==> config.mk <==
export PLATFORM = sky130hd
export DESIGN_NAME = stuffed_frame_receiver_crc16
export DESIGN_NICKNAME = d
export VERILOG_FILES = /design/src/hdl/sfr_pkg.sv /design/src/hdl/sfr_crc_fold.sv /design/src/hdl/sfr_core.sv /design/src/hdl/stuffed_frame_receiver_crc16.sv
export VERILOG_INCLUDE_DIRS = /design/src /design/src/hdl
export SDC_FILE = /design/constraint.sdc
export NUM_CORES = 1
export LEC_CHECK = 0
export BUFFER_PORTS_ARGS = -buffer_cell sky130_fd_sc_hd__buf_4
export CORE_MARGIN = 5
export CORE_UTILIZATION = 45
export DETAILED_ROUTE_END_ITERATION = 8
export GPL_ROUTABILITY_DRIVEN = 0
export PLACE_DENSITY = 0.7
export SLEW_MARGIN = 5
export SYNTH_ARGS = -nofsm -noshare
export SYNTH_HDL_FRONTEND = slang
export SYNTH_SLANG_ARGS = --single-unit
export TNS_END_PERCENT = 10
==> constraint.sdc <==
create_clock -name i_clk -period 3.8 [get_ports i_clk]
set_clock_uncertainty 0.1 [all_clocks]
set_input_delay 0.38 -clock i_clk [delete_from_list [all_inputs] [get_ports i_clk]]
set_output_delay 0.38 -clock i_clk [all_outputs]
set_load 0.02 [all_outputs]
==> src/hdl/stuffed_frame_receiver_crc16_assert.svh <==
// Assertion macros used by the frame receiver core (sfr_core).
`ifndef STUFFED_FRAME_RECEIVER_CRC16_ASSERT_SVH
`define STUFFED_FRAME_RECEIVER_CRC16_ASSERT_SVH

// Same-cycle implication, sampled on the rising clock, off during reset.
`define SFR_ASSERT_IMPL(label, clk, rst_n, ante, cons) \
    label: assert property (@(posedge clk) disable iff (!(rst_n)) (ante) |-> (cons)) \
        else $error("frame receiver check failed");

// Next-cycle implication, sampled on the rising clock, off during reset.
`define SFR_ASSERT_NEXT(label, clk, rst_n, ante, cons) \
    label: assert property (@(posedge clk) disable iff (!(rst_n)) (ante) |=> (cons)) \
        else $error("frame receiver check failed");

`endif

==> src/hdl/sfr_pkg.sv <==
`timescale 1ns / 1ps
package sfr_pkg;

    // Stream field widths
    localparam int BYTE_W   = 8;
    localparam int CRC_W    = 16;
    localparam int LEN_W    = 8;
    localparam int TDATA_W  = 24;
    localparam int CFG_IDX_W = 1;

    // Framing characters
    localparam logic [BYTE_W-1:0] CH_SOH = 8'h01;
    localparam logic [BYTE_W-1:0] CH_EOT = 8'h04;
    localparam logic [BYTE_W-1:0] CH_DLE = 8'h10;

    // Configuration register indexes
    localparam logic [CFG_IDX_W-1:0] CFG_IDX_POLY = 1'b0;
    localparam logic [CFG_IDX_W-1:0] CFG_IDX_INIT = 1'b1;

    // Configuration reset values (XMODEM)
    localparam logic [CRC_W-1:0] CRC_POLY_RST = 16'h1021;
    localparam logic [CRC_W-1:0] CRC_INIT_RST = 16'h0000;

    // One result item
    typedef struct packed {
        logic              data_valid;
        logic [BYTE_W-1:0] data_byte;
        logic              frame_restart;
        logic              overflow;
        logic              frame_end;
        logic              frame_ok;
        logic [LEN_W-1:0]  payload_length;
    } t_result;

endpackage

==> src/hdl/sfr_crc_fold.sv <==
`timescale 1ns / 1ps
module sfr_crc_fold (
    input  logic [sfr_pkg::CRC_W-1:0]  i_crc,
    input  logic [sfr_pkg::BYTE_W-1:0] i_byte,
    input  logic [sfr_pkg::CRC_W-1:0]  i_poly,
    output logic [sfr_pkg::CRC_W-1:0]  o_crc
);
    import sfr_pkg::*;

    // MSB-first byte update: eight shift/xor steps
    always_comb begin
        logic [CRC_W-1:0] v_crc;
        v_crc = i_crc ^ {i_byte, 8'h00};
        for (int i = 0; i < BYTE_W; i++) begin
            if (v_crc[CRC_W-1]) begin
                v_crc = {v_crc[CRC_W-2:0], 1'b0} ^ i_poly;
            end else begin
                v_crc = {v_crc[CRC_W-2:0], 1'b0};
            end
        end
        o_crc = v_crc;
    end

endmodule

==> src/hdl/sfr_core.sv <==
`timescale 1ns / 1ps
`include "stuffed_frame_receiver_crc16_assert.svh"
module sfr_core #(
    parameter int BUF_DEPTH = 256
) (
    input  logic                         i_clk,
    input  logic                         i_rst_n,
    input  logic                         i_cfg_we,
    input  logic [sfr_pkg::CFG_IDX_W-1:0] i_cfg_index,
    input  logic [sfr_pkg::CRC_W-1:0]    i_cfg_data,
    input  logic                         i_step,
    input  logic [sfr_pkg::BYTE_W-1:0]   i_byte,
    output sfr_pkg::t_result             o_result
);
    import sfr_pkg::*;

    localparam int CNT_W = $clog2(BUF_DEPTH);
    localparam logic [CNT_W-1:0] CNT_LIMIT = CNT_W'(BUF_DEPTH - 2);
    localparam logic [CNT_W-1:0] CNT_TWO   = CNT_W'(2);
    localparam logic [CNT_W-1:0] LEN_MAX   = CNT_W'(255);

    // Configuration registers
    logic [CRC_W-1:0] r_poly;
    logic [CRC_W-1:0] r_init;

    // Frame state
    logic              r_escape, n_escape;
    logic [CNT_W-1:0]  r_count,  n_count;
    logic [BYTE_W-1:0] r_hold0,  n_hold0;
    logic [BYTE_W-1:0] r_hold1,  n_hold1;
    logic [CRC_W-1:0]  r_acc,    n_acc;

    logic [CRC_W-1:0]  w_fold;
    logic              w_ovf;
    logic [CNT_W-1:0]  w_cnt;
    logic [CNT_W-1:0]  w_len;

    sfr_crc_fold u_fold (
        .i_crc  (r_acc),
        .i_byte (r_hold0),
        .i_poly (r_poly),
        .o_crc  (w_fold)
    );

    // Config writes
    always_ff @(posedge i_clk) begin
        if (!i_rst_n) begin
            r_poly <= CRC_POLY_RST;
            r_init <= CRC_INIT_RST;
        end else if (i_cfg_we) begin
            unique case (i_cfg_index)
                CFG_IDX_POLY: r_poly <= i_cfg_data;
                CFG_IDX_INIT: r_init <= i_cfg_data;
                default: ;
            endcase
        end
    end

    // Overflow check ahead of byte handling
    assign w_ovf = (r_count >= CNT_LIMIT);
    assign w_cnt = w_ovf ? '0 : r_count;
    assign w_len = w_cnt - CNT_TWO;

    // Byte decode and next state
    always_comb begin
        logic v_take;
        n_escape = r_escape;
        n_count  = w_cnt;
        n_hold0  = r_hold0;
        n_hold1  = r_hold1;
        n_acc    = r_acc;
        o_result = '0;
        o_result.overflow      = w_ovf;
        o_result.frame_restart = w_ovf;
        v_take = 1'b0;

        priority if (r_escape) begin
            n_escape = 1'b0;
            v_take   = 1'b1;
        end else if (i_byte == CH_SOH) begin
            n_count = '0;
            o_result.frame_restart = 1'b1;
        end else if (i_byte == CH_DLE) begin
            n_escape = 1'b1;
        end else if (i_byte == CH_EOT) begin
            o_result.frame_end = 1'b1;
            if (w_cnt >= CNT_TWO) begin
                o_result.frame_ok = ({r_hold1, r_hold0} == r_acc) && (w_cnt > CNT_TWO);
                o_result.payload_length = (w_len > LEN_MAX) ? 8'hFF : LEN_W'(w_len);
            end
        end else begin
            v_take = 1'b1;
        end

        // Data byte into the two-byte hold
        if (v_take) begin
            n_count = w_cnt + CNT_W'(1);
            if (w_cnt == '0) begin
                n_acc   = r_init;
                n_hold0 = i_byte;
            end else if (w_cnt == CNT_W'(1)) begin
                n_hold1 = i_byte;
            end else begin
                o_result.data_valid = 1'b1;
                o_result.data_byte  = r_hold0;
                n_acc   = w_fold;
                n_hold0 = r_hold1;
                n_hold1 = i_byte;
            end
        end
    end

    // State update, one byte per step
    always_ff @(posedge i_clk) begin
        if (!i_rst_n) begin
            r_escape <= 1'b0;
            r_count  <= '0;
            r_acc    <= CRC_INIT_RST;
        end else if (i_step) begin
            r_escape <= n_escape;
            r_count  <= n_count;
            r_acc    <= n_acc;
        end
    end

    always_ff @(posedge i_clk) begin
        if (i_step) begin
            r_hold0 <= n_hold0;
            r_hold1 <= n_hold1;
        end
    end

    // Checks
    `SFR_ASSERT_IMPL(a_count_bound, i_clk, i_rst_n, 1'b1, r_count <= CNT_LIMIT)
    `SFR_ASSERT_IMPL(a_ok_needs_end, i_clk, i_rst_n, o_result.frame_ok, o_result.frame_end)
    `SFR_ASSERT_IMPL(a_ovf_restarts, i_clk, i_rst_n, o_result.overflow, o_result.frame_restart)
    `SFR_ASSERT_IMPL(a_no_data_at_end, i_clk, i_rst_n, o_result.frame_end, !o_result.data_valid)
    `SFR_ASSERT_NEXT(a_soh_clears, i_clk, i_rst_n,
        i_step && !r_escape && (i_byte == CH_SOH), r_count == '0)

endmodule

==> src/hdl/stuffed_frame_receiver_crc16.sv <==
`timescale 1ns / 1ps
// Byte-stuffed frame receiver with CRC-16 check.
// Input stream: one raw link byte per request on s_axis. SOH restarts a frame,
// DLE escapes the next byte, EOT ends the frame; other bytes are data.
// Output stream: one result per input byte on m_axis. tuser flags a released
// payload byte in tdata[7:0]; tlast marks EOT, with frame_ok and
// payload_length valid on that result. The last two data bytes are kept as the
// received CRC (low byte first) and compared with the running CRC-16.
// Config port: i_cfg_we with i_cfg_index 0 writes the polynomial, 1 writes the
// initial value (used at the next frame start). Write only while idle.
// Path: the input register, then the result register; the result is on m_axis
// once the result register loads it. Throughput: one byte per cycle while
// m_axis_tready stays high; the byte-wide CRC fold and the escape decode sit in
// the single stage between the registers.
// Reset (synchronous, active low) clears the frame state and loads the
// XMODEM settings (poly 0x1021, init 0x0000).
// When m_axis_tready is low, the result register holds and the input register
// still takes one more byte; s_axis_tready drops once both are full.
module stuffed_frame_receiver_crc16 #(
    parameter int BUF_DEPTH = 256
) (
    input  logic                            i_clk,
    input  logic                            i_rst_n,
    // Config write port
    input  logic                            i_cfg_we,
    input  logic [sfr_pkg::CFG_IDX_W-1:0]   i_cfg_index,
    input  logic [sfr_pkg::CRC_W-1:0]       i_cfg_data,
    // Input stream
    input  logic                            s_axis_tvalid,
    output logic                            s_axis_tready,
    input  logic [sfr_pkg::BYTE_W-1:0]      s_axis_tdata,  // [7:0] rx_byte
    // Output stream
    output logic                            m_axis_tvalid,
    input  logic                            m_axis_tready,
    // [7:0] data_byte, [8] frame_restart, [9] overflow, [10] frame_ok,
    // [18:11] payload_length, [23:19] zero
    output logic [sfr_pkg::TDATA_W-1:0]     m_axis_tdata,
    output logic                            m_axis_tuser,  // [0] data_valid
    output logic                            m_axis_tlast   // frame_end
);
    import sfr_pkg::*;

    logic              r_in_valid;
    logic [BYTE_W-1:0] r_in_byte;
    logic              r_out_valid;
    t_result           r_out;
    t_result           w_result;
    logic              w_advance;

    // Stage moves when the input register holds a byte and the result register is free or being drained
    assign w_advance     = r_in_valid && (!r_out_valid || m_axis_tready);
    assign s_axis_tready = !r_in_valid || w_advance;

    // Input register
    always_ff @(posedge i_clk) begin
        if (!i_rst_n) begin
            r_in_valid <= 1'b0;
        end else if (s_axis_tready) begin
            r_in_valid <= s_axis_tvalid;
        end
    end

    always_ff @(posedge i_clk) begin
        if (s_axis_tready && s_axis_tvalid) begin
            r_in_byte <= s_axis_tdata;
        end
    end

    sfr_core #(
        .BUF_DEPTH (BUF_DEPTH)
    ) u_core (
        .i_clk       (i_clk),
        .i_rst_n     (i_rst_n),
        .i_cfg_we    (i_cfg_we),
        .i_cfg_index (i_cfg_index),
        .i_cfg_data  (i_cfg_data),
        .i_step      (w_advance),
        .i_byte      (r_in_byte),
        .o_result    (w_result)
    );

    // Result register
    always_ff @(posedge i_clk) begin
        if (!i_rst_n) begin
            r_out_valid <= 1'b0;
        end else if (w_advance) begin
            r_out_valid <= 1'b1;
        end else if (m_axis_tready) begin
            r_out_valid <= 1'b0;
        end
    end

    always_ff @(posedge i_clk) begin
        if (w_advance) begin
            r_out <= w_result;
        end
    end

    // Output packing
    assign m_axis_tvalid = r_out_valid;
    assign m_axis_tuser  = r_out.data_valid;
    assign m_axis_tlast  = r_out.frame_end;
    assign m_axis_tdata  = {5'b0, r_out.payload_length, r_out.frame_ok, r_out.overflow,
                            r_out.frame_restart, r_out.data_byte};

endmodule
==> results of run 1 <==
[worst paths after layout]
kind	start	to	slack [ns]	depth (start not counted)
max	u_core.r_hold0[6]	u_core.r_acc[7]	0.03	15
min reg2reg	u_core.r_init[15]	u_core.r_init[15]	0.36	2
max reg2reg	u_core.r_hold0[6]	u_core.r_acc[7]	0.03	15
min	s_axis_tdata[1]	r_in_byte[1]	0.10	1
[registers in the layout, summed over array words and instances (netlist names)]
name and flops:
m_axis_tdata 19, u_core.r_acc 16, u_core.r_init 16, u_core.r_poly 16, r_in_byte 8, u_core.r_count 8, u_core.r_hold0 8, u_core.r_hold1 8
m_axis_tlast 1, m_axis_tuser 1, m_axis_tvalid 1, r_in_valid 1, u_core.r_escape 1
[Yosys cell counts, types with 3 or more instances]
| library cell | instances | share of area |
|---|---|---|
| buf_4 | 7 | 0.0075 |
| a31o_2 | 3 | 0.0038 |
| nand3_1 | 30 | 0.022 |
| a21boi_0 | 31 | 0.033 |
| o221ai_1 | 4 | 0.0050 |
| nand4_1 | 6 | 0.0054 |
| nor4_1 | 4 | 0.0036 |
| and3_1 | 13 | 0.012 |
| clkbuf_1 | 49 | 0.026 |
| xor2_2 | 4 | 0.0093 |
| and2_1 | 5 | 0.0045 |
| nor3_1 | 16 | 0.012 |
| xnor2_2 | 5 | 0.012 |
| buf_6 | 3 | 0.0049 |
| edfxtp_1 | 45 | 0.19 |
| o21ai_1 | 12 | 0.0086 |
| a31oi_1 | 14 | 0.013 |
| nand2b_1 | 3 | 0.0027 |
| nand2_1 | 215 | 0.12 |
| inv_1 | 11 | 0.0059 |
| a22oi_1 | 5 | 0.0054 |
| ha_1 | 6 | 0.011 |
| mux2_2 | 3 | 0.0049 |
| dfxtp_1 | 59 | 0.17 |
| a32oi_1 | 3 | 0.0038 |
| xor2_1 | 17 | 0.021 |
| a21oi_1 | 25 | 0.018 |
| buf_2 | 4 | 0.0029 |
| o21ai_0 | 21 | 0.015 |
| o31ai_1 | 5 | 0.0054 |
| nor2_1 | 46 | 0.025 |
| xnor2_1 | 122 | 0.15 |
| o211ai_1 | 4 | 0.0043 |
[power groups by stage]
stage	registers, mW	clock network [mW]	logic [mW]
finish	1.28	0.955	1.35
global route	1.29	1.00	1.45
detailed placement	1.30	0	1.16
global placement	1.30	0	1.16
floorplan	1.29	0	0.889
CTS	1.28	0.959	1.19
[per-layer routing]
layer  GRT usage  wire length, um
met1       0.297             8540
met2       0.287             8150
met3      0.0221             1200
met4      0.0633              333
met5           0                0
[critical path: stages, from the launching register on]
cell and delay, ns:
edfxtp_1 0.52, xnor2_4 0.21, buf_4 0.16, xnor2_1 0.14
a32o_1 0.29, or3_4 0.38, o211ai_4 0.29, buf_4 0.17
xor3_1 0.33, nand2_2 0.13, xor2_2 0.19, buf_6 0.17
nand2_1 0.10, xnor2_2 0.17, xnor2_1 0.17, o221ai_1 0.13
[cell families after synthesis]
family                   count (synthesis)  synth area share
AND/OR/NAND/NOR                        350             0.215
adder cells (fa/ha/maj)                  6            0.0108
other                                    1          0.000539
XOR/XNOR                               150             0.203
AO/OA/AOI/OAI                          152             0.151
buffers and inverters                   75            0.0482
flip-flops                             104             0.364
multiplexers                             5           0.00773
[area by class of cell]
type                    count  area (um^2)
fillers                  1417         6970
flip-flops and latches    104         2530
repair buffers             99          801
well taps                 188          235
clock inverters             7         78.8
clock buffers               9          225
multi-input cells         668         4320
inverters                  12         45.0
[per-stage QoR]
stage                     area (um^2)  worst slack (ns)  hold slack (ns)
final                            8240            0.0256            0.104
after global routing             8240           -0.0818           0.0952
after CTS                        7970          0.000327           0.0977
after detailed placement         7640           -0.0148            0.352
after global placement           7640           -0.0198            0.346
after floorplan                  6980             0.176            0.324
[repair_timing]
| item | CTS | global route |
|---|---|---|
| buffers inserted | 0 | 9 |
| setup endpoints to repair | 9 | 16 |
| pin swaps | 0 | 19 |
| gates resized for setup | 3 | 31 |
==> results.ini, run 1 <==
[worst_setup_path]
end_kind = flop
crit_fanout = 12
start_kind = flop
crit_required_ns = 3.93
criticalPathCategory = reg -> reg
cp.arrival_ns = 3.90

[cells_and_area]
fin_util = 0.542
nets = 930
diodes = 0
final_common_cell = nand2_1
most-common-layout-cells = 214 x nand2_1, 113 x xnor2_1, 93 x buf_4
final_cells = 1087
syn_to_final_growth_pct = 18.3
drive_above_1_share = 0.177

[cts]
cts-root-buf = clkbuf_16
clock_latency_ns = 0.36
cts_max_path_buffers = 2
ctsHoldBuffers = 0
clkSlewWorstSetupHoldPaths_ns = 0.08
cts_tree = yes
h-tree-depth = 3
clock_sinks = 104
numCtsBuffers = 9

[global_routing]
antenna_found_initial = 0
grt_start_max_net_pins = 63
gr-usage-all-layers = 0.195
grt_overflow_total = 0
grt_pass1_wl_um = 28300
grt_pass1_vias = 5311

[power]
leakage_nw = 3.09
total_power_mw = 3.58
p_int_mw = 2.39
clkPwrFrac = 0.266
swShare = 0.333
p_switching_mw = 1.19
combPwrFrac = 0.377
p_seq_frac = 0.357
peakVddDrop_mv = 0.341
power_density_nw_per_um2 = 435

[sta]
finalCritPeriodShare = 0.993
setup_tns_ns = 0
worstMarginPinSlew_ns = 0.830
rsz0062_at_grt = yes
setup_viol = 0
finalHoldViolCount = 0
slew_viol_final = 0
maxSlewHeadroom = 0.442
layout_min_cycle_time_ns = 3.77
clock.fmax_ghz = 0.265

[die]
core_region_area_um2 = 15200
num_rows = 45
fp.dieW_um = 134
die_area_um2 = 18100
fp.dieH_um = 134
io_pins = 58
initial_utilization = 0.458

[detailed_routing]
drc = 0
viasPerCell = 5.56
via_count = 6039
postRouteAntennaNets = 0
drtPass1Iterations = 5
drt_iter0_markers = 561
wl_per_cell_um = 16.8
wl_um = 18200

[flow_run]
cap_violations = 0

[yosys]
ys_ff_latch = 104
synth_cell_types = 67
synth_edf_count = 45
synthesis.area_um2 = 6960
synth_cells = 843
synth_ff_type = dfxtp_1
ys_warn_count = 0
syn-mean-instance-area_um2 = 8.26
async_flop_share = 0
synth_seq_area_share = 0.364

[run_status]
outcome = finished, final reports clean

[hold_path]
hold_class = in -> reg

[placed_design]
dp_hpwl_um = 12800
io_buffers = 52
dp.cells = 1063

No activity file was read; power rests on OpenSTA's default activity.
==> inputs of run 2 (changes only) <==
Settings changed: ABC_AREA set to 1.
==> run 2 against run 1 <==
Non-clock buffer count decreased by 13. Design area increased by 1.8%. Clock-buffer cell count increased by 1. Critical path type unchanged. Largest cell class unchanged.
==> results.ini, run 2 <==
[run_status]
outcome = finished, final reports clean

[worst_setup_path]
reg2reg_slack_ns = 0.30  ; +0.27 ns
end_kind = flop
crit_required_ns = 3.91  ; -0.02 ns
r2r-start = u_core.r_hold0[7]
start_kind = flop
cp.arrival_ns = 3.61  ; -0.29 ns
crit_path_top_delay_cell = edfxtp_1
slowest_delay_ns = 0.45  ; -0.07 ns
cp_common_cell = nand2_1
criticalPathCategory = reg -> reg
crit_fanout = 17  ; +5
rr_worst_depth = 28  ; +13
reg2reg_to = u_core.r_acc[10]

[cells_and_area]
finalInstanceArea_um2 = 8380  ; +1.8%
most-common-layout-cells = 384 x nand2_1, 127 x inv_1, 120 x nand3_1
largest_reg_flops = 19  ; unchanged
nets = 1223  ; +32%
final_cells = 1408  ; +30%
diodes = 0  ; unchanged
drive_above_1_share = 0.114  ; -0.0628
final_common_cell = nand2_1
syn_to_final_growth_pct = 13.4

[cts]
ctsHoldBuffers = 0  ; unchanged
h-tree-depth = 3  ; unchanged
clock_sinks = 104  ; unchanged
cts_tree = yes
cts-root-buf = clkbuf_16
clkSlewWorstSetupHoldPaths_ns = 0.07  ; about the same
cts_max_path_buffers = 2  ; unchanged
clock_latency_ns = 0.34  ; -0.02 ns
numCtsBuffers = 9  ; unchanged

[power]
peakVddDrop_mv = 0.289  ; -15%
total_power_mw = 3.85  ; +7.3%
leakage_nw = 3.94  ; +27%
power_density_nw_per_um2 = 459  ; +5.5%

[sta]
worst_slack_ns = 0.301  ; +0.275 ns
setup_viol = 0  ; unchanged
layout_min_cycle_time_ns = 3.50  ; -0.275 ns
worstMarginPinSlew_ns = 0.825  ; -0.00490 ns
slew_viol_final = 0  ; unchanged
maxSlewHeadroom = 0.449  ; +0.00739
finalCritPeriodShare = 0.921  ; -0.0723
clock.fmax_ghz = 0.286  ; +7.9%
finalHoldViolCount = 0  ; unchanged

[yosys]
yosysMostFrequentCell = nand2_1
ys_ff_latch = 104  ; unchanged
yosysTopAreaCellShare = 0.196  ; +0.00149
synth_cells = 1142  ; +35%
async_flop_share = 0  ; unchanged
synth_edf_count = 45  ; unchanged
ys_warn_count = 0  ; unchanged
yosys.area.top_type = nand2_1
yosys-top-cells-count = 385 x nand2_1, 128 x inv_1, 120 x nand3_1
synth_seq_area_share = 0.343  ; -0.0210
synthesis.area_um2 = 7390  ; +6.1%
syn-mean-instance-area_um2 = 6.47  ; -22%
synth_area_leaders = nand2_1 20%, edfxtp_1 18%, dfxtp_1 16%
synth_ff_type = dfxtp_1
synth_cell_types = 44  ; -34%

[detailed_routing]
drt_iter0_markers = 797  ; +42%
wl_per_cell_um = 14.8  ; -12%
via_count = 7361  ; +22%
viasPerCell = 5.23  ; -5.9%
drtPass1Iterations = 6  ; +1
postRouteAntennaNets = 0  ; unchanged
wl_um = 20900  ; +14%
drc = 0  ; unchanged

[die]
num_rows = 46  ; +2.2%
initial_utilization = 0.462  ; +0.00382
io_pins = 58  ; unchanged
core_region_area_um2 = 16000  ; +5.3%
die_area_um2 = 19100  ; +5.7%
fp.dieH_um = 138  ; +2.8%
fp.dieW_um = 138  ; +2.8%

[placed_design]
preCtsSetupSlack_ns = 0.237  ; +0.252 ns
dp_hpwl_um = 15500  ; +21%
dp.cells = 1386  ; +30%
placed_area_um2 = 7960  ; +4.2%
io_buffers = 52  ; unchanged

[global_routing]
antenna_found_initial = 0  ; unchanged
grt_overflow_total = 0  ; unchanged
grt_start_max_net_pins = 38  ; -40%
gr-usage-all-layers = 0.211  ; +0.0167
grt_pass1_vias = 6286  ; +18%
grt_pass1_wl_um = 33200  ; +17%

[hold_path]
worstHoldEndpoint = r_in_byte[1]
hold_start = s_axis_tdata[1]
hold_depth = 1  ; unchanged
hold_class = in -> reg

[flow_run]
cap_violations = 0  ; unchanged

==> run 2: changes by cell type in the layout (fill, tap and decap cells not counted), moves of 13 or more <==
| cell | before | now |
|---|---|---|
| xnor2_1 | 113 | 21 |
| o21ai_0 | 20 | 48 |
| nor2_1 | 45 | 105 |
| nand2_1 | 214 | 384 |
| buf_4 | 93 | 80 |
| inv_1 | 11 | 127 |
| a21boi_0 | 31 | 0 |
| a31oi_1 | 14 | 1 |
| and3_1 | 13 | 0 |
| a21oi_1 | 22 | 51 |
| nand3_1 | 30 | 120 |
==> run 2: per-layer routing <==
layer | vias to the layer above | global-route usage | wire [um]
li1 | 3724 | - | -
met1 | 3278 | 0.319 | 9560
met2 | 328 | 0.314 | 8920
met3 | 31 | 0.0293 | 1960
met4 | 0 | 0.0619 | 427
met5 | - | 0 | 0
==> run 2: timing repair <==
action,CTS,global route
endpoints found under the hold margin,0,0
resized for setup,0,13
setup endpoints to repair,0,15
setup buffers,0,5
==> run 2: critical path, delay by kind of cell (launching register included) <==
kind	cells	cell delay, ns
simple gates	22	2.16
buf+inv	5	0.61
flops	1	0.45
compound gates	1	0.05
==> run 2: per-stage QoR <==
stage / util / hold slack [ns] / setup TNS (ns)
after floorplan: - / 0.330 / 0
after global placement: 0.497 / 0.342 / 0
after detailed placement: 0.497 / 0.350 / 0
after CTS: 0.517 / 0.101 / 0
after global routing: 0.524 / 0.100 / -0.187
final: 0.524 / 0.111 / 0
==> run 2: cell type report <==
cell class / count / area (um^2)
flip-flops and latches: 104 / 2530
fillers: 1614 / 7620
multi-input cells: 848 / 4050
inverters: 138 / 518
clock buffers: 10 / 229
repair buffers: 86 / 702
clock inverters: 6 / 83.8
well taps: 216 / 270
==> run 2: how the worst max path moves through the flow <==
stage | from | to | slack, ns | cells after the start
2_1_floorplan | u_core.r_hold0[7] | u_core.r_acc[10] | 0.83 | 27
3_3_place_gp | u_core.r_hold0[7] | u_core.r_acc[10] | 0.31 | 29
3_5_place_dp | u_core.r_hold0[7] | u_core.r_acc[10] | 0.24 | 30
4_1_cts | u_core.r_hold0[7] | u_core.r_acc[10] | 0.21 | 30
5_1_grt | u_core.r_poly[15] | u_core.r_acc[15] | -0.05 | 28
6_report | u_core.r_hold0[7] | u_core.r_acc[10] | 0.30 | 28
==> run 2: logic make-up after synthesis <==
| logic type | Yosys count | synth area share |
|---|---|---|
| adders and majority gates | 6 | 0.0102 |
| and+or+nand+nor | 664 | 0.384 |
| xor gates and xnor gates | 45 | 0.0534 |
| AOI/OAI and AO/OA | 128 | 0.0952 |
| other | 1 | 0.000508 |
| DFF | 104 | 0.343 |
| buffers and inverters | 194 | 0.114 |
==> run 2: report_power, final <==
group	internal, mW	switching [mW]	leakage [nW]
Sequential	1.24	0.0655	0.906
Clock	0.574	0.397	0.148
Combinational	0.555	1.02	2.88
Total	2.36	1.48	3.94
==> inputs of run 3 (changes only) <==
Settings changed: CTS_CLUSTER_DIAMETER set to 60, PLACE_DENSITY 0.7 to not set.
Clock period 3.8 ns to 4.34 ns, I/O delays scaled along.
==> run 3 against run 2 <==
Clock power fell by 7.9%. Via count is 4.0% lower. Design area down 1.7%. Utilization is 0.87 points lower. Sequential cell count did not move. Wire length down 2.5%. Clock-buffer cell count fell by 1. Final cell count fell by 0.92%. Critical endpoint is now u_core.r_acc[9]. Highest routed layer unchanged.
==> results.ini, run 3 (same netlist as run 2, synthesis figures left out) <==
[run_status]
outcome = finished, final reports clean

[power]
p_seq_frac = 0.344  ; +0.006
p_switching_mw = 1.31  ; -12%
p_int_mw = 2.01  ; -15%
power_density_nw_per_um2 = 404  ; -12%
combPwrFrac = 0.387  ; -0.022
clkPwrFrac = 0.269  ; +0.016
total_power_mw = 3.33  ; -14%
swShare = 0.394  ; +0.00882
leakage_nw = 3.87  ; -1.8%
peakVddDrop_mv = 0.272  ; -5.9%

[sta]
hold_ws_ns = 0.149  ; +0.0373 ns
layout_min_cycle_time_ns = 3.83  ; +0.335 ns
slew_viol_final = 0  ; unchanged
worstMarginPinSlew_ns = 0.891  ; +0.0655 ns
finalCritPeriodShare = 0.883  ; -0.0375
clock.fmax_ghz = 0.261  ; -8.7%
finalHoldViolCount = 0  ; unchanged
maxSlewHeadroom = 0.406  ; -0.0437
worst_slack_ns = 0.506  ; +0.205 ns
setup_tns_ns = 0  ; unchanged
setup_viol = 0  ; unchanged
rsz0062_at_grt = no

[cts]
cts-root-buf = clkbuf_16
clock_latency_ns = 0.36  ; +0.02 ns
h-tree-depth = 3  ; unchanged
numCtsBuffers = 9  ; unchanged
cts_tree = yes
clkSlewWorstSetupHoldPaths_ns = 0.07  ; about the same
ctsHoldBuffers = 0  ; unchanged
cts_max_path_buffers = 2  ; unchanged
clock_sinks = 104  ; unchanged

[die]
fp.dieH_um = 138  ; unchanged
initial_utilization = 0.462  ; unchanged
num_rows = 46  ; unchanged
core_region_area_um2 = 16000  ; unchanged
fp.dieW_um = 138  ; unchanged
io_pins = 58  ; unchanged
die_area_um2 = 19100  ; unchanged

[detailed_routing]
via_count = 7065  ; -4.0%
postRouteAntennaNets = 0  ; unchanged
drc = 0  ; unchanged
viasPerCell = 5.06  ; -3.1%
wl_per_cell_um = 14.6  ; -1.6%
drtPass1Iterations = 5  ; -1
drt_iter0_markers = 612  ; -23%
wl_um = 20300  ; -2.5%

[cells_and_area]
syn_to_final_growth_pct = 11.6
diodes = 0  ; unchanged
fin_util = 0.515  ; -0.00868
largest_reg_flops = 19  ; unchanged
final_common_cell = nand2_1
drive_above_1_share = 0.104  ; -0.00977
nets = 1210  ; -1.1%
most-common-layout-cells = 385 x nand2_1, 128 x inv_1, 120 x nand3_1
fill_cells = 1696  ; +5.1%

[placed_design]
preCtsSetupSlack_ns = 0.215  ; -0.0215 ns
io_buffers = 52  ; unchanged
dp_hpwl_um = 15400  ; -0.80%

[flow_run]
cap_violations = 0  ; unchanged

[worst_setup_path]
criticalPathCategory = reg -> reg
start_kind = flop
slowest_delay_ns = 0.43  ; -0.02 ns
end_kind = flop
cpLargestDelayFamily = simple AND/OR/NAND/NOR gates
crit_required_ns = 4.46  ; +0.55 ns
cp.arrival_ns = 3.96  ; +0.35 ns
timing.critical_path.buf_inv = 3  ; -2
cp_common_cell = nand2_1
crit_fanout = 18  ; +1
crit_path_top_delay_cell = edfxtp_1

[hold_path]
hold_class = in -> reg

[global_routing]
antenna_found_initial = 0  ; unchanged
gr-usage-all-layers = 0.207  ; -0.00494
grt_start_max_net_pins = 38  ; unchanged
grt_pass1_wl_um = 32400  ; -2.5%
grt_pass1_vias = 6006  ; -4.5%
grt_overflow_total = 0  ; unchanged

==> run 3: layout make-up <==
class,count,area (um^2),area share
clock buffer,9,225,0.0273
clock inverter,7,103,0.0124
inverter,138,518,0.0629
multi-input combinational,848,4050,0.491
sequential,104,2530,0.307
tap,216,270,0.0328
timing repair buffer,73,548,0.0665
==> run 3: per-layer routing <==
layer	part of all wire	vias up	track usage
li1	-	3698	-
met1	0.50	3162	0.313
met2	0.42	192	0.300
met3	0.065	13	0.0466
met4	0.010	0	0.0437
met5	0	-	0
==> run 3: per-stage QoR <==
step	cells	instance area (um^2)
floorplan	1146	7400
global placement	1379	7890
detailed placement	1379	7890
CTS	1395	8220
global route	1395	8240
finish	1395	8240
==> run 3: what timing repair did <==
action / in CTS / in global routing
setup endpoints to repair: 0 / 16
resized for setup: 0 / 4
setup buffers: 0 / 0
==> run 3: power by group through the flow <==
stage / Sequential, mW / Combinational (mW) / Clock [mW]
5_1_grt: 1.15 / 1.45 / 0.966
2_1_floorplan: 1.15 / 1.03 / 0
3_3_place_gp: 1.16 / 1.25 / 0
3_5_place_dp: 1.16 / 1.26 / 0
6_report: 1.14 / 1.29 / 0.895
4_1_cts: 1.14 / 1.27 / 0.917
==> run 3: worst paths after layout <==
| kind | cells past startpoint | slack [ns] | from | endpoint |
|---|---|---|---|---|
| setup / recovery | 25 | 0.51 | u_core.r_hold0[7] | u_core.r_acc[9] |
| setup reg to reg | 25 | 0.51 | u_core.r_hold0[7] | u_core.r_acc[9] |
| hold / removal | 1 | 0.15 | s_axis_tdata[1] | r_in_byte[1] |
| hold reg to reg | 2 | 0.36 | u_core.r_init[15] | u_core.r_init[15] |
